==> src/hdl/ssplit_pkg.sv <==
package ssplit_pkg;

    typedef enum logic [1:0] {
        MODE_NORMAL = 2'd0,
        MODE_STRING = 2'd1,
        MODE_BLOCK  = 2'd2,
        MODE_LINE   = 2'd3
    } lex_mode_t;

    localparam logic [7:0] CH_DASH      = 8'h2D;
    localparam logic [7:0] CH_SLASH     = 8'h2F;
    localparam logic [7:0] CH_STAR      = 8'h2A;
    localparam logic [7:0] CH_LF        = 8'h0A;
    localparam logic [7:0] CH_CR        = 8'h0D;
    localparam logic [7:0] CH_TAB       = 8'h09;
    localparam logic [7:0] CH_SPACE     = 8'h20;
    localparam logic [7:0] CH_QUOTE     = 8'h27;
    localparam logic [7:0] CH_BACKSLASH = 8'h5C;
    localparam logic [7:0] CH_SEMI      = 8'h3B;
    localparam logic [7:0] CH_NUL       = 8'h00;

    typedef struct packed {
        logic        swallow;
        lex_mode_t   mode;
        logic [7:0]  prev_raw;
        logic        prev_valid;
        logic        open;
        logic        has_text;
    } lex_state_t;

    localparam lex_state_t LEX_RESET = '{
        swallow:    1'b0,
        mode:       MODE_NORMAL,
        prev_raw:   8'h00,
        prev_valid: 1'b0,
        open:       1'b0,
        has_text:   1'b0
    };

    typedef struct packed {
        logic [7:0] out_byte;
        logic       byte_valid;
        logic       stmt_end;
        logic       stmt_blank;
        logic       run_last;
    } result_t;

    typedef struct packed {
        lex_state_t st;
        logic       emit;
        result_t    res;
    } judge_t;

    function automatic logic is_space(logic [7:0] c);
        return (c == CH_SPACE) || (c == CH_TAB) || (c == CH_LF) || (c == CH_CR);
    endfunction

endpackage

==> src/hdl/ssplit_if.sv <==
interface ssplit_in_if;
    logic       valid;
    logic       ready;
    logic [7:0] in_byte;
    logic       end_of_script;

    modport source (output valid, output in_byte, output end_of_script, input ready);
    modport sink (input valid, input in_byte, input end_of_script, output ready);
endinterface

interface ssplit_out_if;
    logic       valid;
    logic       ready;
    logic [7:0] out_byte;
    logic       byte_valid;
    logic       stmt_end;
    logic       stmt_blank;
    logic       run_last;

    modport source (
        output valid, output out_byte, output byte_valid, output stmt_end,
        output stmt_blank, output run_last, input ready
    );
    modport sink (
        input valid, input out_byte, input byte_valid, input stmt_end,
        input stmt_blank, input run_last, output ready
    );
endinterface

==> src/hdl/sql_statement_splitter.sv <==
// SQL script statement splitter.
// in_ch carries one raw script byte per transaction, end_of_script set on the
// final byte. out_ch carries the kept bytes, a stmt_end mark on each
// semicolon outside a string, and a separate end mark (byte_valid low) for an
// unterminated statement at end of script; stmt_blank, set only on that end
// mark, flags a statement that held only space, tab, LF or CR. run_last
// marks the last transaction caused by one input byte. Comments are dropped;
// one byte is held for lookahead, so a byte's result appears when the next
// byte (or end_of_script) arrives.
// Throughput: one byte per cycle while out_ch takes each result and each
// byte makes at most one; the final byte can make up to three, which drain
// at one per cycle as out_ch takes them; in_ch waits while two or more remain.
// Reset clears the lexer state, the held byte and the result count (not the
// buffer data); the lexer also returns to reset after each end_of_script byte.
// When out_ch stalls, results hold in the buffer; in_ch.ready is high only
// while the buffer is empty or holds one result that out_ch takes that cycle.
module sql_statement_splitter
    import ssplit_pkg::*;
(
    input  logic           clk,
    input  logic           rst_n,
    ssplit_in_if.sink      in_ch,
    ssplit_out_if.source   out_ch
);

    lex_state_t  state_reg, state_next;
    logic [7:0]  held_byte_reg, held_byte_next;
    logic        held_valid_reg, held_valid_next;
    logic [1:0]  cnt_reg, cnt_next;
    result_t     res_reg [3];
    result_t     res_next [3];

    judge_t      j_held, j_last;
    lex_state_t  st_mid;
    result_t     cand [3];
    logic        cand_v [3];
    result_t     list [3];
    logic [1:0]  n_res;
    logic        take, pop;

    function automatic judge_t judge(lex_state_t s, logic [7:0] c, logic [7:0] nx);
        judge_t j;
        logic   keep;
        j = '{st: s, emit: 1'b0, res: '0};
        keep = 1'b0;
        if (s.swallow) begin
            j.st.swallow = 1'b0;
        end else if (s.mode == MODE_NORMAL) begin
            if (c == CH_DASH && nx == CH_DASH) begin
                j.st.mode = MODE_LINE;
                j.st.swallow = 1'b1;
            end else if (c == CH_SLASH && nx == CH_STAR) begin
                j.st.mode = MODE_BLOCK;
                j.st.swallow = 1'b1;
            end else begin
                keep = 1'b1;
            end
        end else if (s.mode == MODE_BLOCK) begin
            if (c == CH_STAR && nx == CH_SLASH) begin
                j.st.mode = MODE_NORMAL;
                j.st.swallow = 1'b1;
            end
        end else if (s.mode == MODE_LINE) begin
            if (c == CH_LF) begin
                j.st.mode = MODE_NORMAL;
            end
        end else begin
            keep = 1'b1;
        end
        if (keep) begin
            // an escaped quote leaves the string state alone
            if (c == CH_QUOTE && !(s.prev_valid && s.prev_raw == CH_BACKSLASH)) begin
                j.st.mode = (s.mode == MODE_STRING) ? MODE_NORMAL : MODE_STRING;
            end
            j.st.open = 1'b1;
            if (!is_space(c)) begin
                j.st.has_text = 1'b1;
            end
            j.emit = 1'b1;
            j.res.out_byte = c;
            j.res.byte_valid = 1'b1;
            if (j.st.mode == MODE_NORMAL && c == CH_SEMI) begin
                j.res.stmt_end = 1'b1;
                j.st.open = 1'b0;
                j.st.has_text = 1'b0;
            end
        end
        j.st.prev_raw = c;
        j.st.prev_valid = 1'b1;
        return j;
    endfunction

    assign take = in_ch.valid && in_ch.ready;
    assign pop  = out_ch.valid && out_ch.ready;

    assign in_ch.ready = (cnt_reg == 2'd0) || (cnt_reg == 2'd1 && out_ch.ready);

    always_comb
    begin
        j_held = judge(state_reg, held_byte_reg, in_ch.in_byte);
        st_mid = held_valid_reg ? j_held.st : state_reg;
        j_last = judge(st_mid, in_ch.in_byte, CH_NUL);

        cand[0]   = j_held.res;
        cand_v[0] = held_valid_reg && j_held.emit;
        cand[1]   = j_last.res;
        cand_v[1] = in_ch.end_of_script && j_last.emit;
        cand[2]   = '{out_byte: 8'h00, byte_valid: 1'b0, stmt_end: 1'b1,
                      stmt_blank: !j_last.st.has_text, run_last: 1'b0};
        cand_v[2] = in_ch.end_of_script && j_last.st.open;

        // pack the produced results to the front
        n_res = 2'd0;
        for (int i = 0; i < 3; i++) begin
            list[i] = '0;
        end
        for (int i = 0; i < 3; i++) begin
            if (cand_v[i]) begin
                list[n_res] = cand[i];
                n_res = n_res + 2'd1;
            end
        end
        for (int i = 0; i < 3; i++) begin
            list[i].run_last = (2'(i) + 2'd1 == n_res);
        end
    end

    always_comb
    begin
        state_next      = state_reg;
        held_byte_next  = held_byte_reg;
        held_valid_next = held_valid_reg;
        cnt_next        = cnt_reg;
        res_next        = res_reg;
        if (take) begin
            if (in_ch.end_of_script) begin
                state_next      = LEX_RESET;
                held_byte_next  = 8'h00;
                held_valid_next = 1'b0;
            end else begin
                state_next      = st_mid;
                held_byte_next  = in_ch.in_byte;
                held_valid_next = 1'b1;
            end
            res_next = list;
            cnt_next = n_res;
        end else if (pop) begin
            // advance the buffer
            res_next[0] = res_reg[1];
            res_next[1] = res_reg[2];
            cnt_next    = cnt_reg - 2'd1;
        end
    end

    always_ff @(posedge clk or negedge rst_n)
    begin
        if (!rst_n) begin
            state_reg      <= LEX_RESET;
            held_byte_reg  <= 8'h00;
            held_valid_reg <= 1'b0;
            cnt_reg        <= 2'd0;
        end else begin
            state_reg      <= state_next;
            held_byte_reg  <= held_byte_next;
            held_valid_reg <= held_valid_next;
            cnt_reg        <= cnt_next;
        end
    end

    always_ff @(posedge clk)
    begin
        res_reg <= res_next;
    end

    assign out_ch.valid      = (cnt_reg != 2'd0);
    assign out_ch.out_byte   = res_reg[0].out_byte;
    assign out_ch.byte_valid = res_reg[0].byte_valid;
    assign out_ch.stmt_end   = res_reg[0].stmt_end;
    assign out_ch.stmt_blank = res_reg[0].stmt_blank;
    assign out_ch.run_last   = res_reg[0].run_last;

endmodule

==> src/flat_wrapper.sv <==
// flat-port wrapper written by rule: the top's interface ports become plain ports
module sql_statement_splitter_flat import ssplit_pkg::*;
  (clk, rst_n, in_ch_valid, in_ch_in_byte, in_ch_end_of_script, in_ch_ready, out_ch_valid, out_ch_out_byte, out_ch_byte_valid, out_ch_stmt_end, out_ch_stmt_blank, out_ch_run_last, out_ch_ready);
  ssplit_in_if in_ch_i ();
  ssplit_out_if out_ch_i ();
  input  logic clk;
  input  logic rst_n;
  input wire logic [$bits(in_ch_i.valid)-1:0] in_ch_valid;
  input wire logic [$bits(in_ch_i.in_byte)-1:0] in_ch_in_byte;
  input wire logic [$bits(in_ch_i.end_of_script)-1:0] in_ch_end_of_script;
  output wire logic [$bits(in_ch_i.ready)-1:0] in_ch_ready;
  output wire logic [$bits(out_ch_i.valid)-1:0] out_ch_valid;
  output wire logic [$bits(out_ch_i.out_byte)-1:0] out_ch_out_byte;
  output wire logic [$bits(out_ch_i.byte_valid)-1:0] out_ch_byte_valid;
  output wire logic [$bits(out_ch_i.stmt_end)-1:0] out_ch_stmt_end;
  output wire logic [$bits(out_ch_i.stmt_blank)-1:0] out_ch_stmt_blank;
  output wire logic [$bits(out_ch_i.run_last)-1:0] out_ch_run_last;
  input wire logic [$bits(out_ch_i.ready)-1:0] out_ch_ready;
  assign in_ch_i.valid = in_ch_valid;
  assign in_ch_i.in_byte = in_ch_in_byte;
  assign in_ch_i.end_of_script = in_ch_end_of_script;
  assign in_ch_ready = in_ch_i.ready;
  assign out_ch_valid = out_ch_i.valid;
  assign out_ch_out_byte = out_ch_i.out_byte;
  assign out_ch_byte_valid = out_ch_i.byte_valid;
  assign out_ch_stmt_end = out_ch_i.stmt_end;
  assign out_ch_stmt_blank = out_ch_i.stmt_blank;
  assign out_ch_run_last = out_ch_i.run_last;
  assign out_ch_i.ready = out_ch_ready;
  sql_statement_splitter u_core (.clk(clk), .rst_n(rst_n), .in_ch(in_ch_i), .out_ch(out_ch_i));
endmodule
==> config.mk <==
export PLATFORM = sky130hd
export DESIGN_NAME = sql_statement_splitter_flat
export DESIGN_NICKNAME = d
export VERILOG_FILES = /design/src/hdl/ssplit_pkg.sv /design/src/hdl/ssplit_if.sv /design/src/hdl/sql_statement_splitter.sv /design/src/flat_wrapper.sv
export SDC_FILE = /design/constraint.sdc
export NUM_CORES = 1
export LEC_CHECK = 0
export BUFFER_PORTS_ARGS = -buffer_cell sky130_fd_sc_hd__buf_4
export CORE_MARGIN = 4
export CORE_UTILIZATION = 40
export CTS_CLUSTER_SIZE = 14
export DETAILED_ROUTE_END_ITERATION = 16
export PLACE_DENSITY = 0.58
export RECOVER_POWER = 25
export SETUP_SLACK_MARGIN = 0.15
export SLEW_MARGIN = 20
export SYNTH_ARGS = -nofsm -noshare
export SYNTH_HDL_FRONTEND = slang
export SYNTH_SLANG_ARGS = --single-unit
==> constraint.sdc <==
create_clock -name clk -period 7.92 [get_ports clk]
set_clock_uncertainty 0.15 [all_clocks]
set_input_delay 1.584 -clock clk [delete_from_list [all_inputs] [get_ports clk]]
set_output_delay 1.584 -clock clk [all_outputs]
set_load 0.03 [all_outputs]
==> reports/qor.yml, run 1 <==
outcome: "complete, no violations"
p_leak_nw: 1.38
dieArea_sq_mm: 0.00936
largest_reg_flops: 15
antenna_found_initial: 0
ir_drop_v: 0.000141
numPortBuffers: 26
grt_pass1_wl_um: 11700
num_rows: 32
cts_buffers: 5
drive_gt1_share_pct: 21.4
vias: 2246
p_clk_share_pct: 13.1
busiest_layer: "met2"
p_int_w: 0.000676
yosys_warnings: 0
chipWidth_um: 96.8
synth_flop_cell: "edfxtp_1"
ant_nets: 0
worstSetupStartpointType: "input port"
grt_util_all_layers_pct: 15.2
met2_usage_pct: 24.7
clk_path_buf_depth: 2
r2r-end: "u_core.res_reg[12]$_DFFE_PP_"
r2r_start: "u_core.held_byte_reg[4]$_DFFE_PN0P_"
tritoncts: "built"
grt_util_met1_pct: 20.8
start_util_pct: 41.0
min_path_type: "register to register"
cp_max_fo: 9
finalWorstSetupSlack_ns: 3.68
pin_count: 27
p_comb_share_pct: 44.6
synth_cell_type_count: 70
routedWlPerCell_um: 17.1
hold_start: "u_core.state_reg[7]$_DFFE_PN0P_"
finalNetCount: 316
path_clk_slew_ns: 0.09
p_per_area_mw_per_mm2: 339
hold_ws_ns: 0.346
crit_arrival_ns: 4.14
fmax_ghz: 0.236
hold_violations: 0
min_period_ns: 4.24
nFillCells: 747
place_hpwl_um: 4880
end_kind: "register"
slew-limit-headroom_pct: 4.50
reg2reg_slack_ns: 4.65
grt_util_met3_pct: 2.96
finalSetupTns_ns: 0
seq_area_frac_synth_pct: 45.6
cap_violations: 0
crit_type: "input port to register"
post_cts_resized: 0
n_antenna_cell: 0
whs_endpoint: "u_core.state_reg[7]$_DFFE_PN0P_"
vias_per_cell: 5.60
grt_overflow: 0
cts_hold_buf: 0
drt_iter0_drc: 105
fin_crit_sh_pct: 53.5
synth_area_sq_mm: 0.00315
setup_viol: 0
post_cts_buffers: 0
swShare_pct: 41.2
remaining_drc_errors: 0
routed_wl_um: 6850
seqPwrFrac_pct: 42.4
clock_latency_ns: 0.31
coreArea_sq_mm: 0.00769
pre_cts_ws_ns: 3.35
multi_input_area_sq_mm: 0.00150
holdPathStages: 1
grt_max_degree: 41
syn2layout_area_growth_pct: 7.66
worst_pin_slew_ns: 1.43
ys_seq_elements: 52
gp_congestion: 0.853
synthCells: 289
r2r_cells: 9
clock_sinks: 52
postSynthAreaPerCell_sq_um: 10.9
synth_edf_count: 27
grt_pass1_vias: 2235
required_ns: 7.82
drtPass1Iterations: 4
final_max_slew_viol_count: 0
cts_max_level: 2
rsz0062_at_grt: "no"
seq_area_sq_mm: 0.00144
die_y_um: 96.8
p_sw_w: 0.000474
cts-root-buf: "clkbuf_8"
async_flop_share_pct: 48.1
syn_nets: 307
finalCoreUtilization_pct: 44.1
-- worst max path at each step --
stage | start | slack (ns) | depth (start not counted) | end
after floorplan | in_ch_in_byte[1] | 3.59 | 10 | u_core.out_ch.run_last$_DFFE_PP_
after global placement | in_ch_in_byte[4] | 3.43 | 9 | u_core.res_reg[23]$_SDFFCE_PN0P_
after detailed placement | in_ch_in_byte[4] | 3.35 | 10 | u_core.res_reg[12]$_DFFE_PP_
after CTS | in_ch_in_byte[4] | 3.69 | 9 | u_core.res_reg[19]$_SDFFCE_PN0P_
after global routing | in_ch_in_byte[4] | 3.52 | 9 | u_core.res_reg[19]$_SDFFCE_PN0P_
final | in_ch_in_byte[4] | 3.68 | 10 | u_core.res_reg[12]$_DFFE_PP_
-- routing by layer --
metal  wire length (um)  vias up  part of all wire [%]
met5                  0        -                     0
met4                 66        0                  0.96
met3                361        6                   5.3
met2               3290       54                    48
met1               3140     1075                    46
li1                   -     1111                     -
-- cell type report --
class,instances,share of cell area (%)
Multi-Input combinational cell,203,44.3
Timing Repair Buffer,28,6.09
Tap cell,102,3.76
Inverter,8,0.885
Clock buffer,5,2.03
Sequential cell,52,42.3
Clock inverter,3,0.553
-- Yosys cell counts (all sizes together), types with 4 or more instances --
cell    number  area, sq um
a22o        28          246
nand2       31          116
o21ai        6         30.0
edfxtp      27          811
inv          8         30.0
nor3         7         40.0
clkbuf       9         38.8
nand4        6         50.0
and2        11         71.3
a21oi       11         55.1
nand3        6         42.5
o31ai        6         45.0
buf         17          141
nor2        14         52.6
nor3b        4         30.0
nand3b      10         75.1
ha           5         62.6
dfrtp       25          626
-- critical path, stage by stage --
cell and delay (ns):
buf_4 0.13, nor4b_2 0.37, nand4_2 0.22, or4b_1 0.61
nand4_2 0.26, inv_1 0.07, ha_1 0.40, nor3b_1 0.19
a32oi_1 0.20, o31ai_1 0.09
-- cell usage in the layout (no fill, tap or decap), types with 6 or more instances in the layout --
| master | instances |
|---|---|
| and2_1 | 10 |
| inv_1 | 7 |
| buf_4 | 26 |
| a22o_1 | 27 |
| nand2_1 | 31 |
| a21oi_1 | 11 |
| nor3_1 | 6 |
| o31ai_1 | 6 |
| nor2_1 | 14 |
| nand3b_1 | 10 |
| edfxtp_1 | 27 |
| dfrtp_1 | 25 |
-- power groups by stage --
stage | Clock, W | Sequential, W | Combinational, W
4_1_cts | 0.000156 | 0.000487 | 0.000517
6_report | 0.000150 | 0.000487 | 0.000513
3_5_place_dp | 0 | 0.000493 | 0.000515
2_1_floorplan | 0 | 0.000472 | 0.000424
3_3_place_gp | 0 | 0.000492 | 0.000511
5_1_grt | 0.000168 | 0.000505 | 0.000564
-- cell families (layout without fill, tap and decap cells) --
group,count (synthesis),count (layout),share of synthesized area (%)
flops,52,52,45.6
mux,3,3,1.03
simple gates,119,119,23.7
compound gates,76,76,21.0
buf+inv,34,44,6.67
fa+ha+maj,5,5,1.99
-- per-stage QoR --
step	instances	instance area, sq um	power (W)
after global routing	401	3390	0.00124
after global placement	393	3310	0.00100
after detailed placement	393	3310	0.00101
after CTS	401	3400	0.00116
final	401	3390	0.00115
after floorplan	289	3150	0.000896
(Power assumes the default switching activity.)
==> run 2: changes to the inputs <==
ABC_AREA = 1   (was default)
PLACE_DENSITY = 0.6   (was 0.58)
clock period = 3.55 ns   (was 7.92 ns; I/O delays follow)
==> run 2 against run 1 <==
Compared with the run above: sequential share of layout area fell by 1.0 points; critical path depth is 1 higher; global-route usage increased by 1.0 points; critical path type is now register to register; non-clock buffer count unchanged; largest cell class unchanged; design area grew 2.5%; clock power rose to 2.9 times the previous value.
==> reports/qor.yml, run 2 <==
path_clk_slew_ns: 0.10
pre_cts_ws_ns: 0.534
stdcell_area_sq_mm: 0.00348
cts_buffers: 5
p_leak_nw: 1.53
cp-startpoint: "u_core.held_valid_reg$_DFFE_PN0P_"
vias_per_cell: 5.18
synthCells: 369
synth_commonest_cells: "89 x nand2_1, 34 x nor2_1, 27 x edfxtp_1, 27 x inv_1, 25 x dfrtp_1"
dieArea_sq_mm: 0.00935
setup_viol: 0
final_max_slew_viol_count: 0
yosysMostFrequentCell: "nand2_1"
fin_crit_sh_pct: 78.1
largest_reg_flops: 15
seq_area_sq_mm: 0.00144
fin_cells: 490
synth_mux_area_share_pct: 0
async_flop_share_pct: 48.1
synth_top_area_share_pct: 25.8
drt_iter0_drc: 178
ir_drop_v: 0.000220
ys_seq_elements: 52
synth_top_family_by_area: "simple AND/OR/NAND/NOR gates"
seq_area_frac_synth_pct: 45.7
end_kind: "register"
synth-compound-area-share_pct: 11.4
final_common_cell: "nand2_1"
synth_flop_cell: "edfxtp_1"
synth_area_sq_mm: 0.00315
finalWorstSetupSlack_ns: 0.778
yosys_warnings: 0
vias: 2540
hold_violations: 0
fmax_ghz: 0.361
p_per_area_mw_per_mm2: 841
required_ns: 3.48
multi_input_area_sq_mm: 0.00145
ant_nets: 0
num_rows: 32
cts-root-buf: "clkbuf_8"
finalCoreUtilization_pct: 45.2
grt_pass1_vias: 2398
clk_path_buf_depth: 2
placed_cell_area_sq_mm: 0.00338
routedWlPerCell_um: 15.0
post_cts_resized: 0
pin_count: 27
synth_edf_count: 27
final_cell_mix: "89 x nand2_1, 34 x nor2_1, 27 x inv_1, 27 x edfxtp_1, 25 x dfrtp_1"
cts_max_level: 2
tritoncts: "built"
cap_violations: 0
die_y_um: 96.7
syn_nets: 387
synth-xor-area-share_pct: 0
slew-limit-headroom_pct: 7.84
routed_wl_um: 7370
antenna_found_initial: 0
drive_gt1_share_pct: 22.7
outcome: "complete, no violations"
yosys.area.top_type: "edfxtp_1"
worst_pin_slew_ns: 1.38
finalSetupTns_ns: 0
n_antenna_cell: 0
drtPass1Iterations: 5
crit_type: "register to register"
chipWidth_um: 96.7
postSynthAreaPerCell_sq_um: 8.52
min_period_ns: 2.77
clock_latency_ns: 0.31
post_cts_buffers: 0
synth_area_leaders: "edfxtp_1 26%, dfrtp_1 20%, nand2_1 11%"
synth_cell_type_count: 36
grt_util_all_layers_pct: 16.2
r2r_cells: 11
grt_max_degree: 34
syn2layout_area_growth_pct: 10.5
grt_pass1_wl_um: 12400
rsz0062_at_grt: "no"
coreArea_sq_mm: 0.00769
worstSetupStartpointType: "register"
place_hpwl_um: 5470
r2r_start: "u_core.held_valid_reg$_DFFE_PN0P_"
synthAdderAreaFrac_pct: 1.99
dpl.cell_count: 482
cts_hold_buf: 0
start_util_pct: 40.9
crit_arrival_ns: 2.70
numPortBuffers: 26
gp_congestion: 0.865
clock_sinks: 52
finalNetCount: 405
grt_overflow: 0
min_path_type: "register to register"
cp_max_fo: 14
nFillCells: 760
remaining_drc_errors: 0
synthSimpleGateAreaFrac_pct: 32.5
holdPathStages: 2
hold_start: "u_core.state_reg[1]$_DFFE_PN0P_"
==> run 2: cell count changes after synthesis, sizes merged, moves of 11 or more <==
cell   change
o21ai     +19
inv       +35
nor2      +29
and2      -11
a22o      -28
nand3     +24
nand2     +68
o22ai     +18
==> run 2: final timing paths <==
path | slack (ns) | to
worst max-delay path | 0.78 | u_core.out_ch.byte_valid$_DFFE_PP_
worst min-delay path | 0.37 | u_core.state_reg[1]$_DFFE_PN0P_
worst max register to register | 0.78 | u_core.out_ch.byte_valid$_DFFE_PP_
worst min register to register | 0.37 | u_core.state_reg[1]$_DFFE_PN0P_
max in group asynchronous | 1.90 | u_core.held_byte_reg[0]$_DFFE_PN0P_
min in group asynchronous | 0.54 | u_core.cnt_reg[1]$_DFFE_PN0P_
==> run 2: critical path, cell delays in order, from the launching register on <==
cell and delay [ns]:
dfrtp_1 0.66, inv_2 0.23, o21ai_0 0.20, inv_1 0.07
nor3_1 0.22, nand4_1 0.12, o21ai_1 0.18, nand3_2 0.15
nand3_4 0.19, nand3_4 0.15, o211ai_1 0.15, nand2_1 0.08
==> run 2: metrics by stage <==
stage | power (W) | hold slack [ns]
2_1_floorplan | 0.00221 | 0.264
3_3_place_gp | 0.00251 | 0.344
3_5_place_dp | 0.00253 | 0.347
4_1_cts | 0.00296 | 0.144
5_1_grt | 0.00315 | 0.403
6_report | 0.00292 | 0.368
==> run 2: layout make-up <==
cell class / instances / area share [%]
clock buffers: 5 / 1.98
clock inverters: 3 / 1.33
well taps: 102 / 3.67
flip-flops and latches: 52 / 41.3
repair buffers: 28 / 5.51
multi-input cells: 257 / 41.6
inverters: 43 / 4.64
==> run 2: report_power, final <==
| group | internal [W] | leakage [nW] | switching (W) |
|---|---|---|---|
| Combinational | 0.000446 | 0.873 | 0.000983 |
| Sequential | 0.000919 | 0.604 | 0.000145 |
| Clock | 0.000213 | 0.0548 | 0.000217 |
==> run 2: cells by family after synthesis <==
| kind of cell | count (synthesis) |
|---|---|
| DFF | 52 |
| buffers and inverters | 60 |
| and+or+nand+nor | 194 |
| AOI/OAI and AO/OA | 58 |
| adders and majority gates | 5 |
==> run 2: metal layers <==
metal  global-route usage [%]  wire length [um]
met5                        0                 0
met4                     3.24                50
met3                     2.96               396
met2                     26.2              3540
met1                     23.0              3380
